### config.mk
export PLATFORM = sky130hd
export DESIGN_NAME = lpd_out
export DESIGN_NICKNAME = d
export VERILOG_FILES = /design/src/design/lpd_pkg.sv /design/src/design/lpd_out.sv
export SDC_FILE = /design/constraint.sdc
export NUM_CORES = 1
export LEC_CHECK = 0
export BUFFER_PORTS_ARGS = -buffer_cell sky130_fd_sc_hd__buf_2
export CORE_MARGIN = 4
export CORE_UTILIZATION = 30
export DETAILED_ROUTE_END_ITERATION = 8
export PLACE_DENSITY_LB_ADDON = 0.2
export SLEW_MARGIN = 20
export SYNTH_ARGS = -nofsm -noshare
export SYNTH_HDL_FRONTEND = slang
export SYNTH_SLANG_ARGS = --single-unit
### constraint.sdc
create_clock -name clk -period 3.8 [get_ports clk]
set_input_delay 0.76 -clock clk [delete_from_list [all_inputs] [get_ports clk]]
set_output_delay 0.76 -clock clk [all_outputs]
set_load 0.05 [all_outputs]
### src/design/lpd_pkg.sv
// Types, constants and ring helpers for the length-prefixed deframer.
// Used by every module of the block; depends on nothing.
package lpd_pkg;

  localparam int BUF_DEPTH  = 4096;
  localparam int ADDR_W     = $clog2(BUF_DEPTH);
  localparam int FILL_W     = $clog2(BUF_DEPTH + 1);
  localparam int HDR_BYTES  = 4;
  localparam int LEN_W      = 17;
  localparam int STATUS_W   = 3;
  localparam logic [LEN_W-1:0] MAX_LEN_RESET = LEN_W'(4096);

  typedef enum logic {
    OP_WRITE = 1'b0,
    OP_READ  = 1'b1
  } op_t;

  typedef enum logic [STATUS_W-1:0] {
    ST_BYTE      = 3'd0,
    ST_NOT_READY = 3'd1,
    ST_TOO_LARGE = 3'd2,
    ST_FULL      = 3'd3,
    ST_WRITE_OK  = 3'd4
  } status_t;

  typedef struct packed {
    logic              we;
    logic [ADDR_W-1:0] waddr;
    logic [7:0]        wdata;
    logic              re;
    logic [ADDR_W-1:0] raddr;
  } mem_req_t;

  typedef struct packed {
    status_t           status;
    logic [7:0]        packet_byte;
    logic [LEN_W-1:0]  packet_length;
    logic              last;
  } result_t;

  // Ring index p + k, with k below the depth.
  function automatic logic [ADDR_W-1:0] ring_add(input logic [ADDR_W-1:0] p,
                                                 input logic [ADDR_W-1:0] k);
    logic [ADDR_W:0] sum;
    sum = {1'b0, p} + {1'b0, k};
    if (sum >= (ADDR_W+1)'(BUF_DEPTH)) begin
      sum = sum - (ADDR_W+1)'(BUF_DEPTH);
    end
    return sum[ADDR_W-1:0];
  endfunction

endpackage

### src/design/lpd_out.sv
// Output register with a skid stage for the deframer result channel.
// Depends on lpd_pkg.
module lpd_out (
  input  logic             clk,
  input  logic             rst,
  input  logic             res_valid,
  input  lpd_pkg::result_t res,
  input  logic             result_stall,
  output logic             result_valid,
  output lpd_pkg::result_t result,
  output logic             item_stall
);

  logic             skid_valid;
  lpd_pkg::result_t skid;
  logic             take;

  assign take       = result_valid && !result_stall;
  assign item_stall = skid_valid;

  always_ff @(posedge clk) begin
    if (rst) begin
      result_valid <= 1'b0;
      skid_valid   <= 1'b0;
    end else if (!result_valid || take) begin
      if (skid_valid) begin
        result_valid <= 1'b1;
        skid_valid   <= 1'b0;
      end else begin
        result_valid <= res_valid;
      end
    end else if (res_valid) begin
      skid_valid <= 1'b1;
    end
  end

  always_ff @(posedge clk) begin
    if (!result_valid || take) begin
      result <= skid_valid ? skid : res;
    end else if (res_valid) begin
      skid <= res;
    end
  end

endmodule

# After elaboration in Yosys (flattened, before gate mapping)
# Index checks and enable logic that the tools add are counted.
# classes
n_bitwise,1
n_reduce_logical,6
muxes,2
# ops
operator,n
$mux 29,1
$logic_not 1->1,2
$reduce_and 2->1,1
$reduce_or 2->1,1
$logic_and 1x1->1,1
$logic_or 1x1->1,1
$mux 1,1
$not 1->1,1
# totals
register_bits,60
wordCells,19
out_inout_bits,31
input_bits,33

# Logic depth before layout (Yosys ltp)
# depth
word_depth,5
depth_mapped,3
ltp_nobuf,2

# Least setup slack after synthesis
# Ideal clock, no wire load.
# synth_timing
kind,input to register
startpoint,in result_stall
endpoint,reg skid[0] (netlist name) (enable)
t_required_ns,3.411
path_stages,1
path_slack_ns,1.881
setup_ns,0.389
t_arrival_ns,1.530
path_buffers,0
cell_sequence,and3_1
# synth_via
elab_chain_len,5
# synth_rtl
item,line_no,source
start: declaration,lpd_out.sv:8,"input logic result_stall,"
$logic_not 1->1,lpd_out.sv:18,assign take = result_valid && !result_stall;
$logic_and 1x1->1,lpd_out.sv:18,
$logic_or 1x1->1,lpd_out.sv:38,if (!result_valid || take) begin
$not 1->1 (no line),-,
$reduce_and 2->1 (no line),-,
end signal: assignment,lpd_out.sv:41,skid <= res;
end: declaration,lpd_out.sv:15,lpd_pkg::result_t skid;
# Every way passes these cells.
# A chain may end at the register's enable or synchronous reset.

# Worst setup path in the final report
# layout_timing
startpoint,reg skid_valid (netlist: item_stall)
endpoint,out item_stall
# layout_lines
item,line_no,source
start: declaration,lpd_out.sv:14,logic skid_valid;
start signal: assignment,lpd_out.sv:24,skid_valid <= 1'b0;
start signal: assignment,lpd_out.sv:28,skid_valid <= 1'b0;
start signal: assignment,lpd_out.sv:33,skid_valid <= 1'b1;
end: declaration,lpd_out.sv:11,output logic item_stall
# No word-level cell between the ends.

==> impl_metrics.ini <==
[run_status]
status = finished clean

[placed_design]
place_inst = 256
gp_congestion = 0.697
dp_hpwl_mm = 3.00
port_buffers = 63

[clock_network]
htree_num_levels = 3
cts_resized = 0
cts_made_buffers = 9
clock_latency_ns = 0.32
clk_pin_slew_ns = 0.06
post_cts_buffers = 0
root_buffer = clkbuf_8
clkSinkCount = 60
hold_buffers = 0
clockBufferDepth = 2
cts_tree = yes

[job]
cap_violations = 0

[layout]
n_antenna_cell = 0
layout.cells.non_filler = 271
fillers = 664
nNetsFinal = 204
area_delta_synth_final_pct = 27.8
drive_gt1_share_pct = 62.3
finish.utilization_pct = 40.1

[setup_path]
rrSetupSlack_ns = 2.04
slowest_delay_ns = 0.76
crit_fanout = 16
critPathArrivalTime_ns = 1.47
r2r-end = result[10]
r2r_start = item_stall
crit_cells = 1
cp_cell_sequence = buf_2
cp_num_buf_inv = 1
rr_worst_depth = 2
crit_end = item_stall
crit_start = item_stall
start_kind = flip-flop
cpLargestDelayFamily = flip-flops
critPathKind = flip-flop to primary output
cp.required_ns = 3.04
critPathCaptureType = primary output
crit_slowest_cell = dfxtp_1

[routing]
wl_mm = 4.21
ant_nets = 0
wl_met2_mm = 1.92
vias_per_cell = 4.28
met3_length_um = 382
drtIter0Drc = 48
detail_route.first_pass.iterations = 4
drc_errors = 0
highest_layer = met4
wl_per_cell_um = 15.5
wl_met1_mm = 1.88
num_vias = 1160

[yosys]
ys_types = 9
yosys_warnings = 0
syn_nets = 130
avgSynthCellArea_um2 = 22.3
ys_seq_area_share_pct = 82.3
synth_seq_cells = 60
syn_area_um2 = 2170
syn_inst = 97

[global_route]
grt_pass1_vias = 1279
grt_max_degree = 22
grtUsageTotal_pct = 10.3
grt_pass1_wl_mm = 6.60
gr-total-overflow = 0
antenna_found_initial = 0

[floorplanning]
num_rows = 30
die_h_um = 93.0
die_area_um2 = 8640
core_um2 = 6910
io_pins = 64
die_w_um = 93.0
start_util_pct = 31.4

[sta]
skew_ns = 0.00641
fin_crit_sh_pct = 58.7
setup_viol = 0
hold_viol_final = 0
rsz0062_at_grt = no
finalSetupTns_ns = 0
final_max_slew_viol_count = 0
hold_ws_ns = 0.549
worstMarginPinSlew_ns = 0.686
post-route-min-period_ns = 2.23
maxSlewHeadroom_pct = 54.2
clock.fmax_ghz = 0.448

[pwr]
ir_drop_mv = 0.231
power_w = 0.00145
leakage_nw = 1.06
power_density_nw_per_um2 = 523

[min_path]
min_path_type = flip-flop to flip-flop
==> layout by cell type, fill, tap and decap left out, drive strengths merged <==
| cell | instances |
|---|---|
| and3 | 1 |
| clkinv | 2 |
| edfxtp | 58 |
| dfxtp | 2 |
| buf | 66 |
| nand2 | 1 |
| mux2 | 29 |
| a21oi | 1 |
| nor2 | 1 |
| clkbuf | 13 |
| nor3 | 1 |
==> stage by stage <==
stage               setup slack (ns)  cell area, um2
detailed placement              1.71            2590
floorplan                       1.88            2170
global route                    1.47            2770
finish                          1.57            2770
global placement                1.77            2590
CTS                             1.52            2770
==> synthesized netlist by cell type <==
cell type | instances | area (um2)
nor2_1 | 1 | 3.75
dfxtp_1 | 2 | 40.0
buf_6 | 3 | 33.8
edfxtp_1 | 58 | 1740
mux2_2 | 29 | 327
and3_1 | 1 | 6.26
nor3_1 | 1 | 5.00
nand2_1 | 1 | 3.75
a21oi_1 | 1 | 5.00
==> metal layers <==
layer	up-vias	global-route usage, %
met5	-	0
met4	0	3.66
met3	5	5.44
met2	61	14.8
met1	559	13.2
li1	535	-
==> registers in the layout (all words and copies together) (netlist names) <==
register / count
result: 29
skid: 29
item_stall: 1
result_valid: 1
==> worst min path at each step <==
stage / startpoint / end / cells after the start
floorplan: skid[0] / result[0] / 1
global placement: skid[5] / result[5] / 1
detailed placement: skid[26] / result[26] / 1
CTS: skid[11] / result[11] / 1
global route: skid[28] / result[28] / 1
finish: skid[17] / result[17] / 1
==> cell type report <==
cell class	instances	area [um2]	area share, %
clock buffers	13	169	6.10
well taps	96	120	4.34
multi-input cells	34	350	12.7
repair buffers	66	338	12.2
flip-flops and latches	60	1780	64.3
clock inverters	2	10.0	0.361
==> where the power goes <==
group	total [W]	leakage [nW]	internal (W)	switching [W]
combinational	0.000169	0.380	0.0000450	0.000124
sequential	0.000773	0.581	0.000763	0.00000995
clock	0.000505	0.0953	0.000284	0.000221
total	0.00145	1.06	0.00109	0.000355
==> cells by family after synthesis <==
| logic type | synth area share [%] |
|---|---|
| DFF | 82.3 |
| muxes | 15.1 |
| and+or+nand+nor | 0.866 |
| AOI/OAI and AO/OA | 0.231 |
| buffers and inverters | 1.56 |
Power figures use the tool's default switching activity.
