**src/design/lpd_pkg.sv**
```systemverilog
// Types, constants and ring helpers for the length-prefixed deframer.
// Used by every module of the block; depends on nothing.
package lpd_pkg;

  localparam int BUF_DEPTH  = 4096;
  localparam int ADDR_W     = $clog2(BUF_DEPTH);
  localparam int FILL_W     = $clog2(BUF_DEPTH + 1);
  localparam int HDR_BYTES  = 4;
  localparam int LEN_W      = 17;
  localparam int STATUS_W   = 3;
  localparam logic [LEN_W-1:0] MAX_LEN_RESET = LEN_W'(4096);

  typedef enum logic {
    OP_WRITE = 1'b0,
    OP_READ  = 1'b1
  } op_t;

  typedef enum logic [STATUS_W-1:0] {
    ST_BYTE      = 3'd0,
    ST_NOT_READY = 3'd1,
    ST_TOO_LARGE = 3'd2,
    ST_FULL      = 3'd3,
    ST_WRITE_OK  = 3'd4
  } status_t;

  typedef struct packed {
    logic              we;
    logic [ADDR_W-1:0] waddr;
    logic [7:0]        wdata;
    logic              re;
    logic [ADDR_W-1:0] raddr;
  } mem_req_t;

  typedef struct packed {
    status_t           status;
    logic [7:0]        packet_byte;
    logic [LEN_W-1:0]  packet_length;
    logic              last;
  } result_t;

  // Ring index p + k, with k below the depth.
  function automatic logic [ADDR_W-1:0] ring_add(input logic [ADDR_W-1:0] p,
                                                 input logic [ADDR_W-1:0] k);
    logic [ADDR_W:0] sum;
    sum = {1'b0, p} + {1'b0, k};
    if (sum >= (ADDR_W+1)'(BUF_DEPTH)) begin
      sum = sum - (ADDR_W+1)'(BUF_DEPTH);
    end
    return sum[ADDR_W-1:0];
  endfunction

endpackage

```
**src/design/lpd_ctrl.sv**
```systemverilog
// Deframer control: pointers, fill count, header window and packet decision.
// Depends on lpd_pkg; drives the byte store and the output stage.
module lpd_ctrl (
  input  logic                     clk,
  input  logic                     rst,
  input  logic                     accept,
  input  logic                     operation,
  input  logic [7:0]               data_byte,
  input  logic [lpd_pkg::LEN_W-1:0] max_len,
  input  logic [7:0]               rd_data,
  output lpd_pkg::mem_req_t        req,
  output lpd_pkg::result_t         res
);

  localparam int AW = lpd_pkg::ADDR_W;
  localparam int FW = lpd_pkg::FILL_W;
  localparam int LW = lpd_pkg::LEN_W;

  // The window holds the bytes at read_pointer .. read_pointer+3 (as many as held).
  logic [7:0]    win      [lpd_pkg::HDR_BYTES];
  logic [7:0]    win_next [lpd_pkg::HDR_BYTES];
  logic [7:0]    eff      [lpd_pkg::HDR_BYTES];
  logic          pend, pend_next;
  logic [AW-1:0] read_pointer, read_pointer_next;
  logic [AW-1:0] write_pointer, write_pointer_next;
  logic [FW-1:0] fill_count, fill_count_next;
  logic [LW-1:0] bytes_remaining, bytes_remaining_next;
  logic [LW-1:0] current_length, current_length_next;

  logic [31:0]   hdr;
  logic          consume;
  logic [LW-1:0] len_sel;
  logic [LW-1:0] rem_sel;
  logic          hdr_too_big;
  logic          hdr_short_fill;

  always_comb begin
    eff[0] = win[0];
    eff[1] = win[1];
    eff[2] = win[2];
    eff[3] = pend ? rd_data : win[3];
  end

  assign hdr = {eff[0], eff[1], eff[2], eff[3]};
  assign hdr_too_big = (hdr[31:LW] != '0) || (hdr[LW-1:0] >= max_len);
  assign hdr_short_fill = (hdr[31:FW] != '0) || (hdr[FW-1:0] > fill_count);

  always_comb begin
    win_next             = eff;
    pend_next            = 1'b0;
    read_pointer_next    = read_pointer;
    write_pointer_next   = write_pointer;
    fill_count_next      = fill_count;
    bytes_remaining_next = bytes_remaining;
    current_length_next  = current_length;
    req                  = '0;
    res                  = '0;
    res.status           = lpd_pkg::ST_NOT_READY;
    consume              = 1'b0;
    len_sel              = current_length;
    rem_sel              = bytes_remaining;

    if (accept) begin
      unique case (lpd_pkg::op_t'(operation))
        lpd_pkg::OP_WRITE: begin
          if (fill_count == FW'(lpd_pkg::BUF_DEPTH)) begin
            res.status = lpd_pkg::ST_FULL;
          end else begin
            req.we             = 1'b1;
            req.waddr          = write_pointer;
            req.wdata          = data_byte;
            write_pointer_next = lpd_pkg::ring_add(write_pointer, AW'(1));
            fill_count_next    = fill_count + FW'(1);
            if (fill_count < FW'(lpd_pkg::HDR_BYTES)) begin
              win_next[fill_count[1:0]] = data_byte;
            end
            res.status = lpd_pkg::ST_WRITE_OK;
          end
        end
        lpd_pkg::OP_READ: begin
          if (bytes_remaining == '0) begin
            if (fill_count < FW'(lpd_pkg::HDR_BYTES)) begin
              res.status = lpd_pkg::ST_NOT_READY;
            end else if (hdr == '0 || hdr[31]) begin
              res.status = lpd_pkg::ST_NOT_READY;
            end else if (hdr_too_big) begin
              res.status = lpd_pkg::ST_TOO_LARGE;
            end else if (hdr_short_fill) begin
              res.status = lpd_pkg::ST_NOT_READY;
            end else begin
              consume = 1'b1;
              len_sel = hdr[LW-1:0];
              rem_sel = hdr[LW-1:0];
            end
          end else begin
            consume = 1'b1;
          end
        end
        default: ;
      endcase
    end

    if (consume) begin
      res.status           = lpd_pkg::ST_BYTE;
      res.packet_byte      = eff[0];
      res.packet_length    = len_sel;
      res.last             = (rem_sel == LW'(1));
      bytes_remaining_next = rem_sel - LW'(1);
      current_length_next  = (rem_sel == LW'(1)) ? '0 : len_sel;
      read_pointer_next    = lpd_pkg::ring_add(read_pointer, AW'(1));
      if (fill_count != '0) begin
        fill_count_next = fill_count - FW'(1);
      end
      // Shift the window; refill its tail from the store when a byte is there.
      win_next[0] = eff[1];
      win_next[1] = eff[2];
      win_next[2] = eff[3];
      win_next[3] = eff[3];
      if (fill_count > FW'(lpd_pkg::HDR_BYTES)) begin
        req.re    = 1'b1;
        req.raddr = lpd_pkg::ring_add(read_pointer, AW'(lpd_pkg::HDR_BYTES));
        pend_next = 1'b1;
      end
    end
  end

  always_ff @(posedge clk) begin
    win <= win_next;
  end

  always_ff @(posedge clk) begin
    if (rst) begin
      pend            <= 1'b0;
      read_pointer    <= '0;
      write_pointer   <= '0;
      fill_count      <= '0;
      bytes_remaining <= '0;
      current_length  <= '0;
    end else begin
      pend            <= pend_next;
      read_pointer    <= read_pointer_next;
      write_pointer   <= write_pointer_next;
      fill_count      <= fill_count_next;
      bytes_remaining <= bytes_remaining_next;
      current_length  <= current_length_next;
    end
  end

endmodule

```
**config.mk**
```make
export PLATFORM = sky130hd
export DESIGN_NAME = lpd_ctrl
export DESIGN_NICKNAME = d
export VERILOG_FILES = /design/src/design/lpd_pkg.sv /design/src/design/lpd_ctrl.sv
export SDC_FILE = /design/constraint.sdc
export NUM_CORES = 1
export LEC_CHECK = 0
export ABC_AREA = 1
export BUFFER_PORTS_ARGS = -buffer_cell sky130_fd_sc_hd__buf_2
export CORE_ASPECT_RATIO = 0.5
export CORE_MARGIN = 1.5
export CORE_UTILIZATION = 65
export CTS_BUF_LIST = sky130_fd_sc_hd__clkbuf_4 sky130_fd_sc_hd__clkbuf_8
export DETAILED_ROUTE_END_ITERATION = 10
export GPL_TIMING_DRIVEN = 0
export MAX_ROUTING_LAYER = met4
export PLACE_DENSITY = 0.91
export SLEW_MARGIN = 30
export SYNTH_ARGS = -nofsm -noshare
export SYNTH_HDL_FRONTEND = slang
export SYNTH_SLANG_ARGS = --single-unit
export TNS_END_PERCENT = 20
```
**constraint.sdc**
```tcl
create_clock -name clk -period 8.02 [get_ports clk]
set_input_delay 0.802 -clock clk [delete_from_list [all_inputs] [get_ports clk]]
set_output_delay 0.802 -clock clk [all_outputs]
set_load 0.02 [all_outputs]
```
Word level (Yosys, flattened, before mapping)
Cells that the tools add are included.
{ "word_totals": {"register_bits": 104, "inputBits": 37, "output_inout_bits": 63} }
{ "op_classes": {"n_addsub": 9, "magnitude_cmp": 9, "eq_ne": 4, "mux": 53, "bitwise": 4, "reduce_logical": 14} }
{ "ops": {"columns": ["operator", "n"], "rows": [
  ["17-bit 2-to-1 mux", 15],
  ["32-bit 2-to-1 mux", 5],
  ["13-bit 2-to-1 mux", 7],
  ["21-bit 2-to-1 mux", 3],
  ["13-bit >= comparator (second input constant)", 3],
  ["12-bit 2-to-1 mux", 3],
  ["12-bit by 1-bit subtractor with 12-bit output (second input constant)", 3],
  ["32-bit bitwise mux", 1],
  ["32-bit logical NOT", 1],
  ["29-bit 2-to-1 mux", 1],
  ["12-bit by 1-bit adder with 13-bit output (second input constant)", 2],
  ["19-bit nonzero test", 1],
  ["17-bit by 1-bit equality test with 1-bit output (second input constant)", 1],
  ["17-bit >= comparator", 1],
  ["17-bit logical NOT", 1],
  ["17-bit by 1-bit subtractor with 17-bit output (second input constant)", 1],
  ["8-bit demux with 2-bit select", 1],
  ["8-bit 2-to-1 mux", 2],
  ["15-bit nonzero test", 1],
  ["12-bit by 3-bit adder with 13-bit output (second input constant)", 1],
  ["13-bit by 1-bit adder with 13-bit output (second input constant)", 1],
  ["13-bit equality test (second input constant)", 1],
  ["13-bit > comparator", 1],
  ["13-bit by 3-bit > comparator with 1-bit output (second input constant)", 1],
  ["19 further kinds", 35]
]} }

Depth between registers and ports, before layout
{ "depth": {"depth_word": 12, "mapped_depth": 26} }

Worst setup path after synthesis
OpenSTA, ideal clock, no wires.
{ "synth_path": {"path_type": "input to output", "from": "input rd_data[7]", "to": "output req[9] (netlist bit)", "t_arrival_ns": 3.102, "required_time_ns": 7.218, "path_slack_ns": 4.116, "cell_stages": 19, "path_buffers": 1, "path_cell_list": "inv_1 > nand2_1 > o21ai_1 > inv_1 > ha_1 > nand2_1 > inv_1 > nand2_1 > nand2_1 > a21oi_1 > a21oi_2 > nor2_4 > buf_6 > nand2_2 > o21bai_2 > nand3_1 > clkinv_2 > nand3_1 > a211oi_1"} }
{ "synth_lines": {"columns": ["element", "line", "text"], "rows": [
  ["from (decl)", "lpd_ctrl.sv:10", "input logic [7:0] rd_data,"],
  ["to (decl)", "lpd_ctrl.sv:11", "output lpd_pkg::mem_req_t req,"]
]} }

==> flow_summary.toml <==
[hold_path]
hold_path.class = "reg -> reg"

[routing]
drc_errors = 0
viasPerCell = 5.628
wire_per_inst_um = 15.22
dr.pass1.iters = 5
ant_nets = 0
drt_wl_total_um = 19910
drt_iter0_drc = 625
vias = 7362

[sta]
hold_violations = 0
max_slew_margin = 0.4891
tightest_slew_ps = 766.4
maxSlewViolCount = 0
fin_crit_sh = 0.5901
finalSetupTns_ps = 0
period_needed_ps = 4732
rsz0062_at_grt = "no"
fin_hold_ws_ps = 475.4
max_freq_mhz = 211.3
fin_skew_ps = 12.78
finalSetupViolCount = 0

[logic_synthesis]
synth_edf_count = 24
synth_area_per_cell_um2 = 6.753
synthesis.nets = 1129
yosysTopAreaCell = "dfxtp_1"
synth_seq_cells = 104
synth_async_sr_flop_share = 0
synthFlopType = "dfxtp_1"
netlist_area_um2 = 7111
netlist_top_cells_area = "dfxtp_1 23%, nand2_1 12%, edfxtp_1 10%"
synth_cell_types = 47
synthCells = 1053
ys_warn_count = 0
synth_top_area_share = 0.2252
yosysSeqAreaShare = 0.3266

[setup_path]
setup.worst_path.start_class = "flop"
worstPathBufferInverterCount = 6
cp_common_cell = "nand2_1"
cp-end-kind = "output port"
cp_cell_sequence = "buf_6 > nand2_1 > o21ai_1 > inv_1 > ha_1 > nand2_1 > a21oi_1 > nor2_1 > nand2_1 > nand2_1 > nand4_1 > nor2_4 > buf_4 > nand4_1 > nand2_1 > nand2_1 > inv_2 > nand2_2 > nor2_4 > nand3_4 > inv_1 > buf_2"
cpPeakStageDelay_ps = 410
cp_top_family = "simple AND/OR/NAND/NOR gates"
slowest_stage = "dfxtp_1"
crit_required_ps = 7220
path_class = "reg -> out"
worstPathArrival_ps = 3930
crit_fanout = 10

[grt]
grt_overflow = 0
grt_max_degree = 19
grt_pass1_vias = 6641
grt_usage = 0.3597
grt_pass1_wl_um = 31840
antenna_found_initial = 0

[power_and_ir_drop]
cellPowerDensity_nw_per_um2 = 196.0
vdd_ir_drop_max_uv = 86.99
cellLeakagePower_nw = 4.009

[floorplanning]
die_h_um = 76.96
dieArea_um2 = 11610
core-area_um2 = 10410
initial_utilization = 0.6831
ioPinCount = 100
die_w_um = 150.9
rows = 26

[final_layout]
area_delta_synth_final_pct = 12.04
layout.cells.non_filler = 1308
final_layout_size_suffix_gt1_frac = 0.1712
num_antenna_cells = 0
seq_area_um2 = 2322
fin_nets = 1239
fillers = 853
multi_input_area_um2 = 3928

[placed_design]
hpwl_um = 15210
place.gp.congestion = 0.9808
dp_cells = 1292
port_buffers = 99

[clocking]
postCtsResizedCells = 0
clk_pin_slew_worst_paths_ps = 100
cts_tree = "built"
cts_setup_buffers = 0
hold_buffers = 0
ctsHtreeMaxLevel = 3
cts_buffer_depth = 2
clkLatencyLatePin_ps = 390
cts.sinks = 104
cts-root-buf = "clkbuf_8"
numCtsBuffers = 9

[run]
maxCapViolCount = 0

[outcome]
status = "finished clean"
logic make-up after synthesis:
group,count (synthesis),synth area share
compound gates,171,0.1323
flops,104,0.3266
simple gates,502,0.3243
xor+xnor,22,0.02710
fa+ha+maj,39,0.06863
buf+inv,215,0.1211
routing by layer:
layer | global-route usage | vias up | share of wire | wire length (um)
met5 | - | - | 0 | 0
met4 | 0.1107 | 0 | 0.023 | 448
met3 | 0.07976 | 42 | 0.11 | 2205
met2 | 0.5525 | 384 | 0.43 | 8616
met1 | 0.4732 | 3346 | 0.43 | 8634
li1 | - | 3590 | - | -
flip-flops by register name, summed over array words and instances (netlist names):
signal           cells
eff                 24
bytes_remaining     17
current_length      17
fill_count          13
read_pointer        12
write_pointer       12
win                  8
pend                 1
layout make-up:
cell class / count / share of cell area
Clock buffer: 11 / 0.01822
Sequential cell: 104 / 0.2915
Multi-Input combinational cell: 734 / 0.4930
Timing Repair Buffer: 99 / 0.06220
Buffer: 29 / 0.01995
Tap cell: 140 / 0.02199
Clock inverter: 5 / 0.005026
Inverter: 186 / 0.08811
cells in the mapped netlist, drive strengths merged, types with 2 or more instances:
| master | n |
|---|---|
| nor4 | 5 |
| nor3 | 27 |
| nand4 | 25 |
| buf | 20 |
| nand3b | 2 |
| a211oi | 4 |
| nor3b | 2 |
| a21oi | 82 |
| nand3 | 46 |
| o211a | 6 |
| inv | 183 |
| xor2 | 21 |
| nand2 | 255 |
| o21ai | 69 |
| clkbuf | 9 |
| dfxtp | 80 |
| o22ai | 5 |
| ha | 39 |
| a31oi | 2 |
| clkinv | 3 |
| nor2 | 138 |
| edfxtp | 24 |
final timing paths:
path / start / endpoint / slack (ps) / cells after the start
max: pend / res[0] / 3290 / 22
min: current_length[10] / current_length[10] / 480 / 2
max reg2reg: pend / eff[17] / 4350 / 18
min reg2reg: current_length[10] / current_length[10] / 480 / 2
power by group:
group | total [mW] | internal, mW | switching (mW) | leakage [nW]
clock network | 0.324 | 0.128 | 0.196 | 0.0957
logic | 0.605 | 0.197 | 0.408 | 3.03
registers | 0.632 | 0.595 | 0.0377 | 0.885
total | 1.56 | 0.920 | 0.641 | 4.01
tightest hold or removal path, cell delays in order (launching register included):
cell and delay, ps:
dfxtp_1 330, nand2_1 60, a21oi_1 50
per-stage QoR:
| stage | util | instance area (um2) | setup slack, ps | total power, mW |
|---|---|---|---|---|
| final | 0.7653 | 7966 | 3288 | 1.561 |
| after global routing | 0.7653 | 7966 | 3046 | 1.659 |
| after CTS | 0.7653 | 7966 | 3370 | 1.544 |
| after detailed placement | 0.7475 | 7781 | 3398 | 1.229 |
| after global placement | 0.7475 | 7781 | 3482 | 1.203 |
| after floorplan | - | 7111 | 4116 | 1.075 |
cells in the final DEF, fill, tap and decap left out, types with 3 or more instances in the layout:
cell type | synthesis | layout
nand2_1 | 233 | 233
inv_1 | 173 | 173
nor2_1 | 123 | 123
buf_2 | 10 | 109
a21oi_1 | 81 | 81
dfxtp_1 | 80 | 80
o21ai_0 | 65 | 65
nand3_1 | 43 | 43
ha_1 | 39 | 39
edfxtp_1 | 24 | 24
nor3_1 | 22 | 22
nand2_2 | 21 | 21
xor2_1 | 21 | 21
nand4_1 | 19 | 19
clkbuf_8 | 0 | 10
inv_2 | 9 | 9
clkbuf_1 | 9 | 9
nor2_2 | 8 | 8
nand4_2 | 6 | 6
o211a_1 | 6 | 6
nor4_1 | 5 | 5
nor2_4 | 5 | 5
nor3_2 | 5 | 5
o22ai_1 | 5 | 5
buf_4 | 4 | 4
buf_6 | 3 | 3
inv_4 | 1 | 3
o21ai_1 | 3 | 3
buf_1 | 3 | 3
Power figures use the tool's default switching activity.
